$ cat src/hw/rtl/spsc_pkg.sv
// Package: shared constants and types of the stack pop sequence checker.
`timescale 1ns / 1ps
package spsc_pkg;

    // Width of a stack value and of the configuration registers
    localparam int SPSC_VAL_W = 11;
    // Operand width of the shared compare/subtract unit
    localparam int SPSC_AW = 18;

    // Defaults for the top-level parameters
    localparam int DEF_MAX_CAPACITY = 1024;
    localparam int DEF_MAX_LENGTH   = 1024;

    // Register reset values
    localparam logic [SPSC_VAL_W-1:0] CAPACITY_RST   = 11'd5;
    localparam logic [SPSC_VAL_W-1:0] SEQ_LENGTH_RST = 11'd7;

    // Register indexes (word address bit 2)
    localparam logic REG_CAPACITY   = 1'b0;
    localparam logic REG_SEQ_LENGTH = 1'b1;

    // Result of the shared compare/subtract unit (a - b)
    typedef struct packed {
        logic              lt;
        logic              eq;
        logic              gt;
        logic [SPSC_AW-1:0] diff;
    } t_alu_res;

endpackage

$ cat src/hw/rtl/spsc_alu.sv
// Shared compare/subtract unit used by every check of the sequencer.
`timescale 1ns / 1ps
module spsc_alu (
    input  logic [spsc_pkg::SPSC_AW-1:0] i_a,
    input  logic [spsc_pkg::SPSC_AW-1:0] i_b,
    output spsc_pkg::t_alu_res           o_res
);
    import spsc_pkg::*;

    logic [SPSC_AW:0] diff;

    // One subtractor; borrow gives less-than
    always_comb begin
        diff       = {1'b0, i_a} - {1'b0, i_b};
        o_res.lt   = diff[SPSC_AW];
        o_res.eq   = (i_a == i_b);
        o_res.gt   = !diff[SPSC_AW] && (i_a != i_b);
        o_res.diff = diff[SPSC_AW-1:0];
    end

endmodule

$ cat config.mk
export PLATFORM = sky130hd
export DESIGN_NAME = spsc_alu
export DESIGN_NICKNAME = d
export VERILOG_FILES = /design/src/hw/rtl/spsc_pkg.sv /design/src/hw/rtl/spsc_alu.sv
export SDC_FILE = /design/constraint.sdc
export NUM_CORES = 1
export LEC_CHECK = 0
export BUFFER_PORTS_ARGS = -buffer_cell sky130_fd_sc_hd__buf_2
export CAP_MARGIN = 25
export CORE_AREA = 8 8 71 73
export DETAILED_ROUTE_END_ITERATION = 16
export DIE_AREA = 0 0 79 81
export PLACE_DENSITY = 0.59
export SLEW_MARGIN = 20
export SYNTH_ARGS = -nofsm -noshare
export SYNTH_HDL_FRONTEND = slang
export SYNTH_SLANG_ARGS = --single-unit
$ cat constraint.sdc
create_clock -name vclk -period 2.3
set_clock_uncertainty 0.05 [all_clocks]
set_input_delay 0 -clock vclk [all_inputs]
set_output_delay 0 -clock vclk [all_outputs]
set_load 0.02 [all_outputs]
## After elaboration in Yosys (flattened, before gate mapping)

Index checks and enable logic that the tools add are counted.

| word-level totals | value |
|---|---|
| flip-flop bits (word level) | 0 |
| bits of input ports | 36 |
| output and inout port bits | 21 |
| word-level logic and storage cells | 5 |

| operators by class | value |
|---|---|
| reductions and logical operators | 2 |
| equality and inequality tests | 2 |
| add/sub/neg operators | 1 |

Operators with widths:

| cell | count |
|---|---|
| subtractor 18 x 18 -> 19 bit | 1 |
| equality test 18 bit | 1 |
| != test 18 bit | 1 |
| logical AND 1 bit | 1 |
| zero test 1 bit | 1 |

## Logic depth before layout (Yosys ltp)

Gate-level depths: netlist of run 1.

| logic depth | value |
|---|---|
| depth after elaboration | 3 |
| gate-level depth with buffers | 10 |
| mapped depth without buffers | 10 |

## Least setup slack after synthesis of run 1

No wires, ideal clock.

| timing path | value |
|---|---|
| path kind | input to output |
| start | in i_a[0] (netlist bit) |
| end | out o_res[16] (netlist bit) |
| stages on the path | 10 |
| path slack | 212 ps |
| buffers on the path | 0 |
| arrival | 2038 ps |
| data required time | 2250 ps |
| cells stage by stage | inv_1 -> ha_1 -> inv_1 -> fa_1 -> a211oi_2 -> o21bai_2 -> o22ai_2 -> o221ai_1 -> mux2i_1 -> a211oi_1 |

RTL lines:

| item | line | text |
|---|---|---|
| from (decl) | spsc_alu.sv:4 | `input logic [spsc_pkg::SPSC_AW-1:0] i_a,` |
| to (decl) | spsc_alu.sv:6 | `output spsc_pkg::t_alu_res o_res` |

==> results of run 1 <==
-- area by class of cell --
class	count	area, µm²
Inverter	20	75.1
Multi-Input combinational cell	111	863
Tap cell	50	62.6
Fill cell	466	2620
Timing Repair Buffer	58	293
-- placed cells by master (no fill, tap or decap), types with 6 or more instances in the layout --
master | synthesis | routed
buf_2 | 0 | 57
inv_1 | 20 | 20
ha_1 | 18 | 18
a21oi_1 | 14 | 14
xnor2_1 | 11 | 11
nand2_1 | 7 | 7
nor2_1 | 7 | 7
a21o_1 | 6 | 6
-- worst min-delay path by stage --
| stage | from | to | slack, ns | cells past startpoint |
|---|---|---|---|---|
| finish | i_b[0] | o_res[0] | 0.34 | 4 |
| global route | i_b[0] | o_res[0] | 0.36 | 4 |
| CTS | i_b[0] | o_res[0] | 0.34 | 4 |
| detailed placement | i_b[0] | o_res[0] | 0.34 | 4 |
| global placement | i_b[0] | o_res[0] | 0.35 | 4 |
| floorplan | i_b[0] | o_res[0] | 0.15 | 2 |
-- critical path: cells and delay by family --
kind	cells	cell delay (ns)
mux	1	0.16
compound gates	5	0.87
fa+ha+maj	2	0.57
buf+inv	4	0.38
-- stage by stage --
step           worst slack [ns]  power, mW
3_5_place_dp              0.221      0.471
3_3_place_gp              0.224      0.472
6_report                  0.251      0.466
5_1_grt                  0.0391      0.517
2_1_floorplan             0.212      0.327
4_1_cts                   0.217      0.474
-- per-layer routing --
metal | vias up | GRT usage, % | wire [µm]
li1 | 590 | - | -
met1 | 447 | 10.9 | 1350
met2 | 25 | 15.1 | 1240
met3 | 0 | 1.66 | 149
met4 | 0 | 0 | 0
met5 | - | 0 | 0
-- cells by family after synthesis --
kind of cell | after synthesis | synth area share [%]
AO/OA/AOI/OAI | 45 | 34.1
multiplexers | 1 | 1.07
buffers and inverters | 20 | 8.00
adder cells (fa/ha/maj) | 19 | 26.1
AND/OR/NAND/NOR | 32 | 17.6
XOR/XNOR | 14 | 13.1
-- power groups by stage --
stage | sequential [mW] | combinational (mW) | clock, mW
after floorplan | 0 | 0.327 | 0
after global placement | 0 | 0.472 | 0
after detailed placement | 0 | 0.471 | 0
after CTS | 0 | 0.474 | 0
after global routing | 0 | 0.517 | 0
final | 0 | 0.466 | 0
==> results.cfg, run 1 <==
[sta]
rsz0062_at_grt = false
finalHoldViolCount = 0
hold_ws_ns = 0.335
setup_violations = 0
min_period_over_period_pct = 89.1
drv_slew = 0
fmax_ghz = 0.488
maxSlewHeadroom_pct = 77.5
tns_ns = 0
max_slew.worst_pin.slew_ns = 0.337
period_minus_slack_ns = 2.05

[place]
dp.cells = 239
port_buffers = 57
dpl.hpwl_mm = 2.50
place_congestion = 0.762
dpl_cell_area_um2 = 1290

[power]
clockPowerShare_pct = 0
irDropWorstVdd_v = 0.000125
seqPwrFrac_pct = 0
cellPowerDensity_nw_per_um2 = 360
intPower_mw = 0.195
power.leakage_nw = 0.734
p_sw_mw = 0.271
combinationalPowerShare_pct = 100.0
swShare_pct = 58.1

[yosys]
syn_area_um2 = 938
syn_nets = 186
synth.most_common_cell = inv_1
yosysSeqAreaShare_pct = 0
avgSynthCellArea_um2 = 7.16
synth_top_area_share_pct = 24.0
synthCells = 131
yosys_warnings = 0
synth_common_cells = inv_1 (20), ha_1 (18), a21oi_1 (14)
yosysTopAreaCell = ha_1
synth_area_leaders = ha_1 (24%), xnor2_1 (10%), inv_1 (8.0%)
synth.distinct_cells = 38

[clocking]
cts_hold_buffers = 0
cts_setup_buffers = 0
cts_resized = 0

[route]
wire_per_inst_um = 11.5
drc = 0
route.vias.total = 1062
drt_iter0_drc = 44
drt-pass1-iter-count = 4
vias_per_cell = 4.44
final_antenna_net_count = 0
routed_wl_mm = 2.74

[final_layout]
diodes = 0
num-clock-buffers = 0
synthToLayoutAreaGrowth_pct = 37.9
seqCellArea_um2 = 0
fin_cells = 239
final_nets = 246
final_cell_area_um2 = 1290
seq_cells = 0
drive_above_1_share_pct = 36.0
final_util_pct = 33.1

[floorplanning]
rows = 23
fp.dieW_um = 79
start_util_pct = 24.0
core_area_um2 = 3910
num_io_pins = 57
die-area_um2 = 6400
fp.dieH_um = 81

[worst_setup_path]
worstPathCellList = buf_2, inv_1, ha_1, inv_1, fa_1, a211oi_2, o21bai_2, o22ai_2, o221ai_1, mux2i_1, a211oi_1, buf_2
end_kind = output pin
cpPeakStageDelay_ns = 0.42
worstPathMaxFanout = 3
worstSetupStartpointType = primary input
cpMaxStageDelayCell = fa_1
crit_end = o_res[16]
worstSetupStartpoint = i_a[0]
crit_required_ns = 2.25
cp.arrival_ns = 2.00
crit_type = primary input to output pin

[grt]
grt_first_pass_wirelength_mm = 4.74
grt_usage_pct = 8.48
grt_pass1_vias = 1118
grt_antenna_before_repair = 0
overflow = 0
grt_max_degree = 8

[hold_path]
hold_class = primary input to output pin

[status]
outcome = finished clean

[flow_run]
drv_cap = 0
Note: power is estimated with default switching activity, not from simulation.
==> run 2: changes to the inputs <==
==> constraint.sdc (replaced) <==
create_clock -name vclk -period 2.1
set_clock_uncertainty 0.05 [all_clocks]
set_input_delay 0 -clock vclk [all_inputs]
set_output_delay 0 -clock vclk [all_outputs]
set_load 0.02 [all_outputs]
==> results.cfg, run 2 (synthesis results as in run 1) <==
[final_layout]
synthToLayoutAreaGrowth_pct = 40.7
mostFrequentLayoutCells = buf_2 (56), inv_1 (20), ha_1 (18)
multiInputGateArea_um2 = 880
final_cell_area_um2 = 1320
final_common_cell = buf_2
final_nets = 247
diodes = 0
seq_cells = 0
fillers = 451
drive_above_1_share_pct = 38.4
seqCellArea_um2 = 0
num-clock-buffers = 0

[status]
outcome = finished clean

[power]
cellPowerDensity_nw_per_um2 = 396
power.leakage_nw = 0.740
combinationalPowerShare_pct = 100.0
p_sw_mw = 0.301
intPower_mw = 0.221
irDropWorstVdd_v = 0.000150
seqPwrFrac_pct = 0
clockPowerShare_pct = 0
swShare_pct = 57.7

[hold_path]
hold_class = primary input to output pin

[floorplanning]
fp.dieW_um = 79
num_io_pins = 57
rows = 23
start_util_pct = 24.0
fp.dieH_um = 81
die-area_um2 = 6400
core_area_um2 = 3910

[worst_setup_path]
crit_type = primary input to output pin
worstSetupStartpointType = primary input
worstPathMaxFanout = 3
crit_required_ns = 2.05
end_kind = output pin
cp.arrival_ns = 1.91

[sta]
max_slew.worst_pin.slew_ns = 0.341
hold_ws_ns = 0.345
finalHoldViolCount = 0
setup_violations = 0
worst_slack_ns = 0.144
fmax_ghz = 0.511
maxSlewHeadroom_pct = 77.1
tns_ns = 0
drv_slew = 0
min_period_over_period_pct = 93.1
period_minus_slack_ns = 1.96

[route]
drc = 0
route.vias.total = 1090
wire_per_inst_um = 11.7
drt-pass1-iter-count = 4
final_antenna_net_count = 0
drt_iter0_drc = 29
vias_per_cell = 4.54
routed_wl_mm = 2.81

[grt]
grt_max_degree = 8
grt_usage_pct = 8.53
grt_antenna_before_repair = 0
grt_first_pass_wirelength_mm = 4.73
overflow = 0
grt_pass1_vias = 1112

[place]
place_congestion = 0.779
dpl_cell_area_um2 = 1290
port_buffers = 57
dp_slack_ns = 0.00880
dpl.hpwl_mm = 2.53

[clocking]
cts_hold_buffers = 0

[flow_run]
drv_cap = 0
-- run 2: cell types whose count changed in the layout (fill, tap and decap cells not counted), sizes merged --
cell and delta:
buf +1
-- run 2: worst paths after layout --
path                from   endpoint  depth (start not counted)
setup / recovery  i_a[0]  o_res[18]                         13
hold / removal    i_b[0]   o_res[0]                          4
-- run 2: through the flow --
stage                     std cells  util, %  power [mW]
final                           240     33.7       0.522
after global routing            240     33.7       0.578
after CTS                       239     33.1       0.519
after detailed placement        239     33.1       0.517
after global placement          239     33.1       0.517
after floorplan                 131        -       0.358
-- run 2: cell type report --
cell class,instances,share of cell area [%]
tap,50,4.74
inverter,20,5.69
multi-input combinational,111,66.6
timing repair buffer,59,22.9
-- run 2: routing by layer --
metal | GRT usage (%) | vias to the layer above | share of wire (%)
li1 | - | 595 | -
met1 | 10.8 | 470 | 48
met2 | 15.7 | 25 | 47
met3 | 1.32 | 0 | 5.3
met4 | 0 | 0 | 0
met5 | 0 | - | 0
-- run 2: worst max-delay path, cell delays in order --
cell	delay (ns)
buf_2	0.09
inv_1	0.05
ha_1	0.16
inv_1	0.06
fa_2	0.37
a211oi_2	0.21
o21bai_2	0.09
o22ai_2	0.18
buf_4	0.15
o21a_1	0.14
o311a_1	0.20
nor2_1	0.05
buf_4	0.16
-- run 2: power by group through the flow --
stage / registers, mW / clock network (mW) / logic (mW)
CTS: 0 / 0 / 0.519
floorplan: 0 / 0 / 0.358
global placement: 0 / 0 / 0.517
global route: 0 / 0 / 0.578
finish: 0 / 0 / 0.522
detailed placement: 0 / 0 / 0.517
-- run 2: what timing repair did --
action | 4_1_cts | 5_1_grt
gates resized for setup | 0 | 5
setup endpoints to repair | 0 | 6
buffers inserted | 0 | 1
